===== config.mk =====
export PLATFORM = sky130hd
export DESIGN_NAME = plc_lerp
export DESIGN_NICKNAME = d
export VERILOG_FILES = /design/src/sv/plc_pkg.sv /design/src/sv/plc_lerp.sv
export SDC_FILE = /design/constraint.sdc
export NUM_CORES = 2
export LEC_CHECK = 0
export BUFFER_PORTS_ARGS = -buffer_cell sky130_fd_sc_hd__clkbuf_2
export CORE_AREA = 8 8 246 248
export CTS_CLUSTER_SIZE = 24
export DETAILED_ROUTE_END_ITERATION = 6
export DIE_AREA = 0 0 254 256
export PLACE_DENSITY_LB_ADDON = 0.25
export SLEW_MARGIN = 25
export SYNTH_ARGS = -nofsm -noshare
export SYNTH_HDL_FRONTEND = slang
export SYNTH_SLANG_ARGS = --single-unit

===== constraint.sdc =====
create_clock -name aclk -period 12.7 [get_ports aclk]
set_clock_uncertainty 0.1 [all_clocks]
set_input_delay 2.54 -clock aclk [delete_from_list [all_inputs] [get_ports aclk]]
set_output_delay 2.54 -clock aclk [all_outputs]
set_load 0.05 [all_outputs]

===== src/sv/plc_pkg.sv =====
// Shared types and constants for the perspective line clipper.
// No dependencies; imported by every module of the block.
package plc_pkg;

    localparam int CW     = 32;  // coordinate width
    localparam int DW     = 33;  // coordinate difference width
    localparam int NW     = 35;  // plane numerator / denominator width
    localparam int MW     = 34;  // magnitude of numerator / denominator
    localparam int RW     = MW + 1;  // divider partial remainder
    localparam int NZW    = 17;  // near plane register width
    localparam int NPLANE = 6;

    localparam logic signed [NZW-1:0] NEAR_Z_RESET = -17'sd6554;

    // plane order used through the pipe
    localparam int PL_XPOS = 0;  // x = -z side
    localparam int PL_XNEG = 1;
    localparam int PL_YPOS = 2;
    localparam int PL_YNEG = 3;
    localparam int PL_NEAR = 4;
    localparam int PL_FAR  = 5;

    typedef logic signed [CW-1:0] coord_t;
    typedef logic signed [DW-1:0] delta_t;
    typedef logic signed [NW-1:0] nd_t;
    typedef logic [MW-1:0]        mag_t;

    typedef struct packed {
        logic den_pos;
        logic den_neg;
        logic num_pos;
    } plane_flags_t;

    typedef struct packed {
        logic zero;  // numerator zero: t = 0
        logic neg;   // signs differ: t = -1
        logic ovf;   // quotient 2.0 or above: t held at 1.0 + 1 LSB
    } t_spec_t;

    typedef struct packed {
        coord_t x0;
        coord_t y0;
        coord_t z0;
        coord_t x1;
        coord_t y1;
        coord_t z1;
        delta_t dx;
        delta_t dy;
        delta_t dz;
    } seg_t;

endpackage


===== src/sv/plc_lerp.sv =====
// One clipped coordinate: base + round(t * d), saturated, or the original value.
// Two register stages (product, then round/add/saturate). Depends on plc_pkg.
module plc_lerp
    import plc_pkg::*;
#(
    parameter int FRAC_BITS = 16
) (
    input  logic                        aclk,
    input  logic                        en,
    input  logic                        use_in,
    input  coord_t                      base,
    input  coord_t                      orig,
    input  delta_t                      d,
    input  logic signed [FRAC_BITS+2:0] t,
    output coord_t                      out
);

    localparam int PW = FRAC_BITS + 2 + DW;
    localparam int SW = PW + 1;
    localparam logic signed [SW-1:0] T_HALF = SW'(1) << (FRAC_BITS - 1);
    localparam logic signed [SW-1:0] C_MAX  = SW'(32'sh7fffffff);
    localparam logic signed [SW-1:0] C_MIN  = -(SW'(32'sh7fffffff)) - SW'(1);

    logic signed [PW-1:0] prod_reg;
    coord_t               base_reg;
    coord_t               orig_reg;
    logic                 use_reg;
    coord_t               out_reg;

    logic signed [FRAC_BITS+1:0] t_pos;
    logic signed [SW-1:0]        p_rnd, r_sh, sum;

    // t is never negative when used
    assign t_pos = t[FRAC_BITS+1:0];

    always_ff @(posedge aclk) begin
        if (en) begin
            prod_reg <= PW'(t_pos) * PW'(d);
            base_reg <= base;
            orig_reg <= orig;
            use_reg  <= use_in;
        end
    end

    // arithmetic shift of (p + half) is floor, matching round-half-up
    assign p_rnd = SW'(prod_reg) + T_HALF;
    assign r_sh  = p_rnd >>> FRAC_BITS;
    assign sum   = SW'(base_reg) + r_sh;

    always_ff @(posedge aclk) begin
        if (en) begin
            if (!use_reg) begin
                out_reg <= orig_reg;
            end else if (sum > C_MAX) begin
                out_reg <= C_MAX[CW-1:0];
            end else if (sum < C_MIN) begin
                out_reg <= C_MIN[CW-1:0];
            end else begin
                out_reg <= sum[CW-1:0];
            end
        end
    end

    assign out = out_reg;

endmodule


==> run summary <==
worst path buffer plus inverter count: 3
global router's overall resource usage: 21.4%
most used cells in the layout excluding fill and tap cells: sky130_fd_sc_hd__inv_1 (640), sky130_fd_sc_hd__fa_1 (569), sky130_fd_sc_hd__nand2_1 (380)
post-detailed-placement half-perimeter wirelength: 53.1 mm
number of distinct library cell variants in the gate-level netlist after synthesis: 69
critical path's most frequent cell: sky130_fd_sc_hd__fa_1
Mapped Avg Cell Area: 9.68 µm²
arrival time of the worst setup path: 11.00 ns
largest fanout on the critical path: 33
Clock Sinks: 133
WHS Path Cells: 1
met3 Resource Use GR: 4.82%
shortest period the worst path allows: 10.91 ns
critical path depth: 20
H-tree depth: 4
global-route wire length before repair: 110 mm
number of design-rule violations left by the first detailed-router iteration: 1284
antenna violations before repair: 2
clock slew at reported path FFs: 0.06 ns
Syn. warnings: 0
wire length per cell after detailed routing: 18.9 µm
headroom to the max-slew limit: 35.0%
GPL Wtd Cong: 0.884
Worst Hold Class: register to register
layout cells sized above 1: 7.35%
Achievable Freq: 91.7 MHz
Setup CP Type: input pin to register
die height: 256 µm
Longest Clk Path Bufs: 2
net count of the mapped netlist: 3614
setup violators final: 0
die width: 254 µm
area growth from synthesis to layout: 6.89%
cts bufs inserted: 17
count of input and output buffers: 149
CP peak stage delay: 0.90 ns
Largest delay share family, worst path: adder cells
fraction of the yosys area taken by sequential cells: 14.9%
GR Util met1: 28.7%
num rows: 88
Period Utilization, post-route: 85.9%
Crit. End Element: register
most common cell after layout, fill and taps aside: sky130_fd_sc_hd__inv_1
global routing usage on met2: 34.5%
most frequently used flop master after synthesis: sky130_fd_sc_hd__edfxtp_1
Max Transition Viols Final: 0
later-pin clock latency in the skew report: 0.44 ns
post-synthesis cell type with the largest combined area: sky130_fd_sc_hd__fa_1
area share of the largest cell type after synthesis: 42.5%
total standard cell area after synthesis: 0.0268 mm²
number of hold-slack violations in the final timing report: 0
most area-consuming cells after synthesis: sky130_fd_sc_hd__fa_1 (42%), sky130_fd_sc_hd__edfxtp_1 (15%), sky130_fd_sc_hd__inv_1 (9.0%)
initial standard-cell utilization of the core: 47.2%
# nets final: 3674
Worst EP required: 12.80 ns
Setup TNS: 0 ns
number of enable flip-flop cells after synthesis: 133
Final WS setup: 1.79 ns
number of buffers added for setup after CTS: 0
detailed-router iteration count before antenna repair: 5
die area: 0.0650 mm²
number of cells on the worst reg-to-reg path: 18
critical path's slowest cell: sky130_fd_sc_hd__a221oi_1
total of flip-flops plus latches after synthesis: 133
post-place setup slack: 1.52 ns
via count of the first global-routing pass: 20664
number of primary I/O pins: 151
placeable core region: 0.0568 mm²
proportion of synthesized flip-flops having asynchronous set or reset: 0%
Syn Inst Count: 2771
Fill cells: 5282
number of nets with antenna violations after routing: 0
# resized after CTS: 0
RSZ-0062 raised after global routing: no
kind of start point of the critical path: input pin
WL final: 68.3 mm
detailed-route DRC error count: 0
CTS tree: built
number of vias per cell after detailed routing: 5.27
Most Crowded Layer GR: met2
vias: 19014
total gr overflow: 0
hold buffers post-CTS: 0
number of flip-flops under the largest register name: 36
clock root cell: sky130_fd_sc_hd__clkbuf_16
# Max-Cap Violations: 0
outcome: finished, final reports clean
transition time of the tightest slew-check pin: 0.974 ns
cell chain of the critical path: clkbuf_2 > and2_1 > fa_1 > inv_1 > fa_1 > fa_1 > fa_1 > inv_1 > fa_1 > fa_1 > ha_1 > nor3_1 > o2111ai_1 > a221oi_1 > nor2_1 > a31oi_1 > o31ai_1 > a2111oi_0 > nor3_1 > xnor2_1
maximum number of pins on one net before global-route repair: 92
==> final cells by class <==
| cell class | instances | area, µm² | area share, % |
|---|---|---|---|
| sequential | 133 | 3990 | 13.9 |
| multi-input combinational | 1878 | 19900 | 69.5 |
| inverter | 640 | 2400 | 8.38 |
| antenna | 1 | 2.50 | 0.00873 |
| clock inverter | 14 | 129 | 0.450 |
| timing repair buffer | 161 | 842 | 2.94 |
| clock buffer | 18 | 429 | 1.50 |
| tap | 765 | 957 | 3.34 |
==> synth_stat cells, drive strengths merged (3+ instances only) <==
master and n:
a211oi 8, o22ai 3, inv 640, a21oi 62, o31ai 6, clkbuf 111, o211ai 5, nor2 76
or3 4, and2 237, nor3b 3, fa 569, ha 155, buf 9, nor2b 7, nand3 29
and3 15, a31o 3, o21bai 10, edfxtp 133, a31oi 14, or2 5, nand2 380, o21ai 29
and4 4, xnor2 76, a21o 28, nand4 22, o21a 8, nor3 14, o22a 3, a221o 32
nand2b 16, xor2 28
==> logic make-up after synthesis <==
logic type / synth area share, %
xor+xnor: 3.40
buf+inv: 10.9
flops: 14.9
fa+ha+maj: 49.7
simple gates: 14.8
compound gates: 6.35
==> worst paths after layout <==
path	start	end	slack, ns
hold / removal	orig_reg[31]	out[31]	0.43
setup / recovery	t[7]	prod_reg[50]	1.79
setup reg to reg	prod_reg[18]	out[2]	7.00
hold reg to reg	orig_reg[31]	out[31]	0.43
==> routing by layer <==
| layer | up-vias | part of all wire [%] | wire length (µm) |
|---|---|---|---|
| li1 | 8511 | - | - |
| met1 | 9548 | 43 | 29100 |
| met2 | 807 | 46 | 31200 |
| met3 | 144 | 8.7 | 5950 |
| met4 | 4 | 3.0 | 2020 |
| met5 | - | 0.034 | 23 |
==> worst register-to-register path, cell delays in order (launching register included) <==
cell,delay [ns]
sky130_fd_sc_hd__edfxtp_1,0.40
sky130_fd_sc_hd__and3_1,0.21
sky130_fd_sc_hd__and3_1,0.17
sky130_fd_sc_hd__nand3_1,0.18
sky130_fd_sc_hd__nor3_1,0.47
sky130_fd_sc_hd__nand4_1,0.37
sky130_fd_sc_hd__or2_1,0.40
sky130_fd_sc_hd__nor2_1,0.15
sky130_fd_sc_hd__xor2_1,0.22
sky130_fd_sc_hd__ha_1,0.37
sky130_fd_sc_hd__nand4_1,0.24
sky130_fd_sc_hd__nor2_1,0.11
sky130_fd_sc_hd__a221o_1,0.33
sky130_fd_sc_hd__o31ai_1,0.26
sky130_fd_sc_hd__o31ai_1,0.11
sky130_fd_sc_hd__a21oi_1,0.32
sky130_fd_sc_hd__nor2_1,0.14
sky130_fd_sc_hd__a41oi_4,0.76
sky130_fd_sc_hd__a221o_1,0.24
==> metrics by stage <==
stage               std cells  hold slack, ns  util [%]  cell area [µm²]
detailed placement       3577           0.412      49.5            28100
global placement         3577           0.413      49.5            28100
floorplan                2771           0.397         -            26800
global route             3609           0.456      50.4            28700
CTS                      3609           0.428      50.4            28700
finish                   3610           0.427      50.5            28700
Power is not shown: default switching activity piles up to over one toggle a cycle in this logic, so the estimate is an artifact.
