==> config.mk <==
export PLATFORM = sky130hd
export DESIGN_NAME = plc_div
export DESIGN_NICKNAME = d
export VERILOG_FILES = /design/src/sv/plc_pkg.sv /design/src/sv/plc_div.sv
export SDC_FILE = /design/constraint.sdc
export NUM_CORES = 2
export LEC_CHECK = 0
export BUFFER_PORTS_ARGS = -buffer_cell sky130_fd_sc_hd__buf_2
export CORE_MARGIN = 2
export CORE_UTILIZATION = 55
export DETAILED_ROUTE_END_ITERATION = 7
export GPL_ROUTABILITY_DRIVEN = 0
export HOLD_SLACK_MARGIN = 0.15
export PLACE_DENSITY = 0.71
export SKIP_LAST_GASP = 1
export SLEW_MARGIN = 20
export SYNTH_ARGS = -nofsm -noshare
export SYNTH_HDL_FRONTEND = slang
export SYNTH_SLANG_ARGS = --single-unit
==> constraint.sdc <==
create_clock -name aclk -period 4.1 [get_ports aclk]
set_input_delay 0.82 -clock aclk [delete_from_list [all_inputs] [get_ports aclk]]
set_output_delay 0.82 -clock aclk [all_outputs]
set_load 0.005 [all_outputs]
==> src/sv/plc_pkg.sv <==
// Shared types and constants for the perspective line clipper.
// No dependencies; imported by every module of the block.
package plc_pkg;

    localparam int CW     = 32;  // coordinate width
    localparam int DW     = 33;  // coordinate difference width
    localparam int NW     = 35;  // plane numerator / denominator width
    localparam int MW     = 34;  // magnitude of numerator / denominator
    localparam int RW     = MW + 1;  // divider partial remainder
    localparam int NZW    = 17;  // near plane register width
    localparam int NPLANE = 6;

    localparam logic signed [NZW-1:0] NEAR_Z_RESET = -17'sd6554;

    // plane order used through the pipe
    localparam int PL_XPOS = 0;  // x = -z side
    localparam int PL_XNEG = 1;
    localparam int PL_YPOS = 2;
    localparam int PL_YNEG = 3;
    localparam int PL_NEAR = 4;
    localparam int PL_FAR  = 5;

    typedef logic signed [CW-1:0] coord_t;
    typedef logic signed [DW-1:0] delta_t;
    typedef logic signed [NW-1:0] nd_t;
    typedef logic [MW-1:0]        mag_t;

    typedef struct packed {
        logic den_pos;
        logic den_neg;
        logic num_pos;
    } plane_flags_t;

    typedef struct packed {
        logic zero;  // numerator zero: t = 0
        logic neg;   // signs differ: t = -1
        logic ovf;   // quotient 2.0 or above: t held at 1.0 + 1 LSB
    } t_spec_t;

    typedef struct packed {
        coord_t x0;
        coord_t y0;
        coord_t z0;
        coord_t x1;
        coord_t y1;
        coord_t z1;
        delta_t dx;
        delta_t dy;
        delta_t dz;
    } seg_t;

endpackage

==> src/sv/plc_div.sv <==
// Pipelined restoring divider for one clip plane: t = floor(a * 2^F / b), held.
// One quotient bit per stage. Depends on plc_pkg.
module plc_div
    import plc_pkg::*;
#(
    parameter int FRAC_BITS = 16
) (
    input  logic                        aclk,
    input  logic                        en,
    input  mag_t                        a,
    input  mag_t                        b,
    input  logic                        zero_in,
    input  logic                        neg_in,
    input  plane_flags_t                flags_in,
    output logic signed [FRAC_BITS+2:0] t_out,
    output plane_flags_t                flags_out
);

    localparam int STEPS = FRAC_BITS + 1;
    localparam int QW    = FRAC_BITS + 1;
    localparam logic [QW-1:0] T_SAT = QW'((1 << FRAC_BITS) + 1);

    logic [RW-1:0]  r_reg     [STEPS-1];
    mag_t           b_reg     [STEPS-1];
    logic [QW-1:0]  q_reg     [STEPS];
    t_spec_t        spec_reg  [STEPS];
    plane_flags_t   flags_reg [STEPS];

    for (genvar k = 0; k < STEPS; k++) begin : g_step
        logic [RW-1:0] r_in;
        logic [QW-1:0] q_in;
        mag_t          b_in;
        t_spec_t       spec_in;
        plane_flags_t  fl_in;
        logic          ge;

        if (k == 0) begin : g_first
            assign r_in         = RW'(a);
            assign q_in         = '0;
            assign b_in         = b;
            assign spec_in.zero = zero_in;
            assign spec_in.neg  = neg_in;
            assign spec_in.ovf  = ({1'b0, a} >= {b, 1'b0});
            assign fl_in        = flags_in;
        end else begin : g_next
            assign r_in    = {r_reg[k-1][RW-2:0], 1'b0};
            assign q_in    = q_reg[k-1];
            assign b_in    = b_reg[k-1];
            assign spec_in = spec_reg[k-1];
            assign fl_in   = flags_reg[k-1];
        end

        assign ge = (r_in >= RW'(b_in));

        always_ff @(posedge aclk) begin
            if (en) begin
                q_reg[k]     <= {q_in[QW-2:0], ge};
                spec_reg[k]  <= spec_in;
                flags_reg[k] <= fl_in;
            end
        end

        if (k < STEPS - 1) begin : g_carry
            always_ff @(posedge aclk) begin
                if (en) begin
                    r_reg[k] <= ge ? (r_in - RW'(b_in)) : r_in;
                    b_reg[k] <= b_in;
                end
            end
        end
    end

    always_comb begin
        if (spec_reg[STEPS-1].zero) begin
            t_out = '0;
        end else if (spec_reg[STEPS-1].neg) begin
            t_out = '1;
        end else if (spec_reg[STEPS-1].ovf || (q_reg[STEPS-1] > T_SAT)) begin
            t_out = $signed({2'b00, T_SAT});
        end else begin
            t_out = $signed({2'b00, q_reg[STEPS-1]});
        end
    end

    assign flags_out = flags_reg[STEPS-1];

endmodule

==> impl_metrics.env <==
export IMPL_gr_total_overflow=0
export IMPL_numClockSinks=1343
export IMPL_hold_depth=1
export IMPL_worstRegToRegCells=13
export IMPL_route_detailed_drc=0
export IMPL_synthSimpleGateAreaFrac=0.09226
export IMPL_die_w_microns=378.3
export IMPL_status="finished, final reports clean"
export IMPL_min_period_ns=3.957
export IMPL_synth_seq_area_share=0.5234
export IMPL_finalHoldViolCount=0
export IMPL_postCtsHoldBufs=0
export IMPL_cts_root_buf="clkbuf_16"
export IMPL_setup_viol=0
export IMPL_synth_xor_area_frac=0.05410
export IMPL_crit_start="b_reg[0][2]"
export IMPL_via_per_inst=5.812
export IMPL_synth_top_family_by_area="compound AO/OA/AOI/OAI gates"
export IMPL_ant_nets=0
export IMPL_die_height_microns=378.3
export IMPL_cp_max_fo=17
export IMPL_worst_skew_pair_late_latency_ns=0.79
export IMPL_totalWireLength_mm=171.5
export IMPL_via_count=53190
export IMPL_fin_setup_tns_ns=0
export IMPL_critPathArrivalTime_ns=4.48
export IMPL_synthAdderAreaFrac=0.1032
export IMPL_antenna_found_initial=4
export IMPL_synth_cell_types=91
export IMPL_fmax_mhz=252.7
export IMPL_syn_inst=6943
export IMPL_drive_gt1_frac=0.09832
export IMPL_grt_max_degree=130
export IMPL_post_cts_resized=0
export IMPL_fin_nets=7860
export IMPL_startpoint_type="flop"
export IMPL_async_reset_ff_frac=0
export IMPL_ys_seq_elements=1343
export IMPL_path_class="flop to flop"
export IMPL_power_mw=66.13
export IMPL_synth_area_sq_um=77060
export IMPL_r2r_start="b_reg[0][2]"
export IMPL_multi_input_area_sq_um=33430
export IMPL_dp_hpwl_mm=129.4
export IMPL_hold_path_endpoint="spec_reg[0][1]"
export IMPL_synth_ff_type="edfxtp_1"
export IMPL_reg2reg_to="r_reg[0][67]"
export IMPL_max_cap_violations=0
export IMPL_grt_pass1_wl_mm=271.0
export IMPL_r2r_slack_ns=0.14
export IMPL_cp_data_required_time_ns=4.62
export IMPL_synth_compound_area_frac=0.1556
export IMPL_post_cts_buffers=0
export IMPL_min_path_type="input pin to flop"
export IMPL_worstSetupEndpointType="flop"
export IMPL_register_area_sq_um=40330
export IMPL_worstMarginPinSlew_ns=1.022
export IMPL_nFillCells=10860
export IMPL_syn_avg_cell_area_sq_um=11.10
export IMPL_finalCritPeriodShare=0.9652
export IMPL_start_util=0.5529
export IMPL_num_rows=137
export IMPL_grt_pass1_vias=51940
export IMPL_htree_levels=4
export IMPL_synth_warnings=0
export IMPL_dr_pass1_iters=8
export IMPL_max_slew_margin_rel=0.3175
export IMPL_power_per_cell_area_nw_per_um2=772.2
export IMPL_rsz0062_at_grt="true"
export IMPL_slew_viol_final=0
export IMPL_peakVddDrop_v=0.0004634
export IMPL_synth_edf_count=1343
export IMPL_wire_per_inst_microns=18.74
export IMPL_synth_fp_nets=7644
export IMPL_port_buffers=96
export IMPL_fin_ws_ns=0.1429
export IMPL_drtIter0Drc=5053
export IMPL_io_pins=97
export IMPL_synthMuxAreaShare=0.02660
export IMPL_cts_clk_slew_worst_paths_ns=0.06
export IMPL_dp_slack_ns=-0.1372
export IMPL_cts_tree="yes"
export IMPL_gr_usage_all_layers=0.2382
export IMPL_die_area_sq_um=143100
export IMPL_coreArea_sq_um=139400
export IMPL_cts_path_max_buffers=3
export IMPL_cts_buffers=146
export IMPL_p_leak_nw=35.40
export IMPL_flow_area_growth_from_synthesis_pct=11.13
export IMPL_skew_ns=0.04855
export IMPL_hold_start="neg_in"
## Yosys cell counts, drive strengths merged (25+ instances only)
library cell / instances / area share
and3: 56 / 0.0045
nor2b: 80 / 0.0065
or3: 26 / 0.0021
ha: 610 / 0.099
a21oi: 708 / 0.046
a31oi: 45 / 0.0037
nor2: 450 / 0.022
o31ai: 42 / 0.0042
mux2: 170 / 0.026
and2: 33 / 0.0027
nand3: 103 / 0.0067
xor2: 196 / 0.022
xnor2: 280 / 0.032
nand4: 85 / 0.0069
nand2b: 78 / 0.0063
a21o: 294 / 0.029
buf: 74 / 0.0056
clkbuf: 112 / 0.0055
inv: 695 / 0.034
nor3: 90 / 0.0058
nor4: 25 / 0.0020
edfxtp: 1343 / 0.52
o21ai: 426 / 0.028
o21a: 77 / 0.0075
a211oi: 43 / 0.0044
nand2: 429 / 0.021
o21bai: 82 / 0.0080
## layout by cell type (no fill, tap or decap), types with 17 or more instances in the layout
cell type,n
a211oi_1,40
a21o_1,292
a21oi_1,703
a31oi_1,41
and2_1,33
and3_1,55
buf_12,35
buf_2,95
buf_4,124
clkbuf_1,23
clkbuf_16,146
clkinv_1,22
clkinv_2,19
edfxtp_1,1343
ha_1,610
inv_1,695
mux2_2,141
mux2_4,28
nand2_1,429
nand2b_1,78
nand3_1,103
nand4_1,85
nor2_1,450
nor2b_1,79
nor3_1,90
nor4_1,24
o211ai_1,24
o21a_1,77
o21ai_0,414
o21bai_1,81
o31a_1,17
o31ai_1,39
or2_2,18
or3_1,26
xnor2_1,280
xor2_1,196
## critical path: stages (launching register included)
cell and delay (ns):
edfxtp_1 0.40, inv_1 0.06, ha_1 0.37, nand3_1 0.18
o21bai_1 0.24, a21boi_1 0.28, o311ai_2 0.18, a21oi_2 0.27
a41o_1 0.39, nor4b_2 0.31, o32ai_2 0.20, o21bai_4 0.18
buf_4 0.26, mux2_2 0.37
## power by group
group          switching [mW]  total, mW  internal, mW
Sequential               2.17       22.5          20.3
Combinational            17.1       30.6          13.5
Clock                    5.65       13.1          7.44
## stage by stage
stage	cell area (sq um)	std cells	utilization	hold slack [ns]
global route	85630	9151	0.6145	0.1818
finish	85630	9151	0.6145	0.2236
CTS	85580	9148	0.6141	0.1598
global placement	80770	8887	0.5796	0.4002
detailed placement	80770	8887	0.5796	0.4045
floorplan	77060	6943	-	0.4003
## final cells by class
cell class	instances	area share
tap	1876	0.02741
multi-input combinational	4719	0.3904
timing repair buffer	254	0.02461
clock inverter	92	0.01246
antenna	3	0.00008767
clock buffer	169	0.04367
inverter	695	0.03046
sequential	1343	0.4709
## cells by family (layout without fill, tap and decap cells)
group,Yosys count,after routing
compound gates,1932,1932
simple gates,1512,1512
flops,1343,1343
buf+inv,881,1210
fa+ha+maj,626,626
xor+xnor,476,476
mux,173,173
other cells,0,3
## layer usage
layer / global-route usage / part of all wire / routed length, microns
met2: 0.4081 / 0.49 / 83860
met4: 0.1028 / 0.041 / 6976
met3: 0.03924 / 0.060 / 10290
met5: 0 / 0 / 0
met1: 0.2976 / 0.41 / 70330
## worst max path at each step
stage	endpoint
2_1_floorplan	r_reg[0][26]
3_3_place_gp	r_reg[0][26]
3_5_place_dp	r_reg[0][26]
4_1_cts	r_reg[0][116]
5_1_grt	r_reg[1][207]
6_report	r_reg[0][67]
Note: power is estimated with default switching activity, not from simulation.
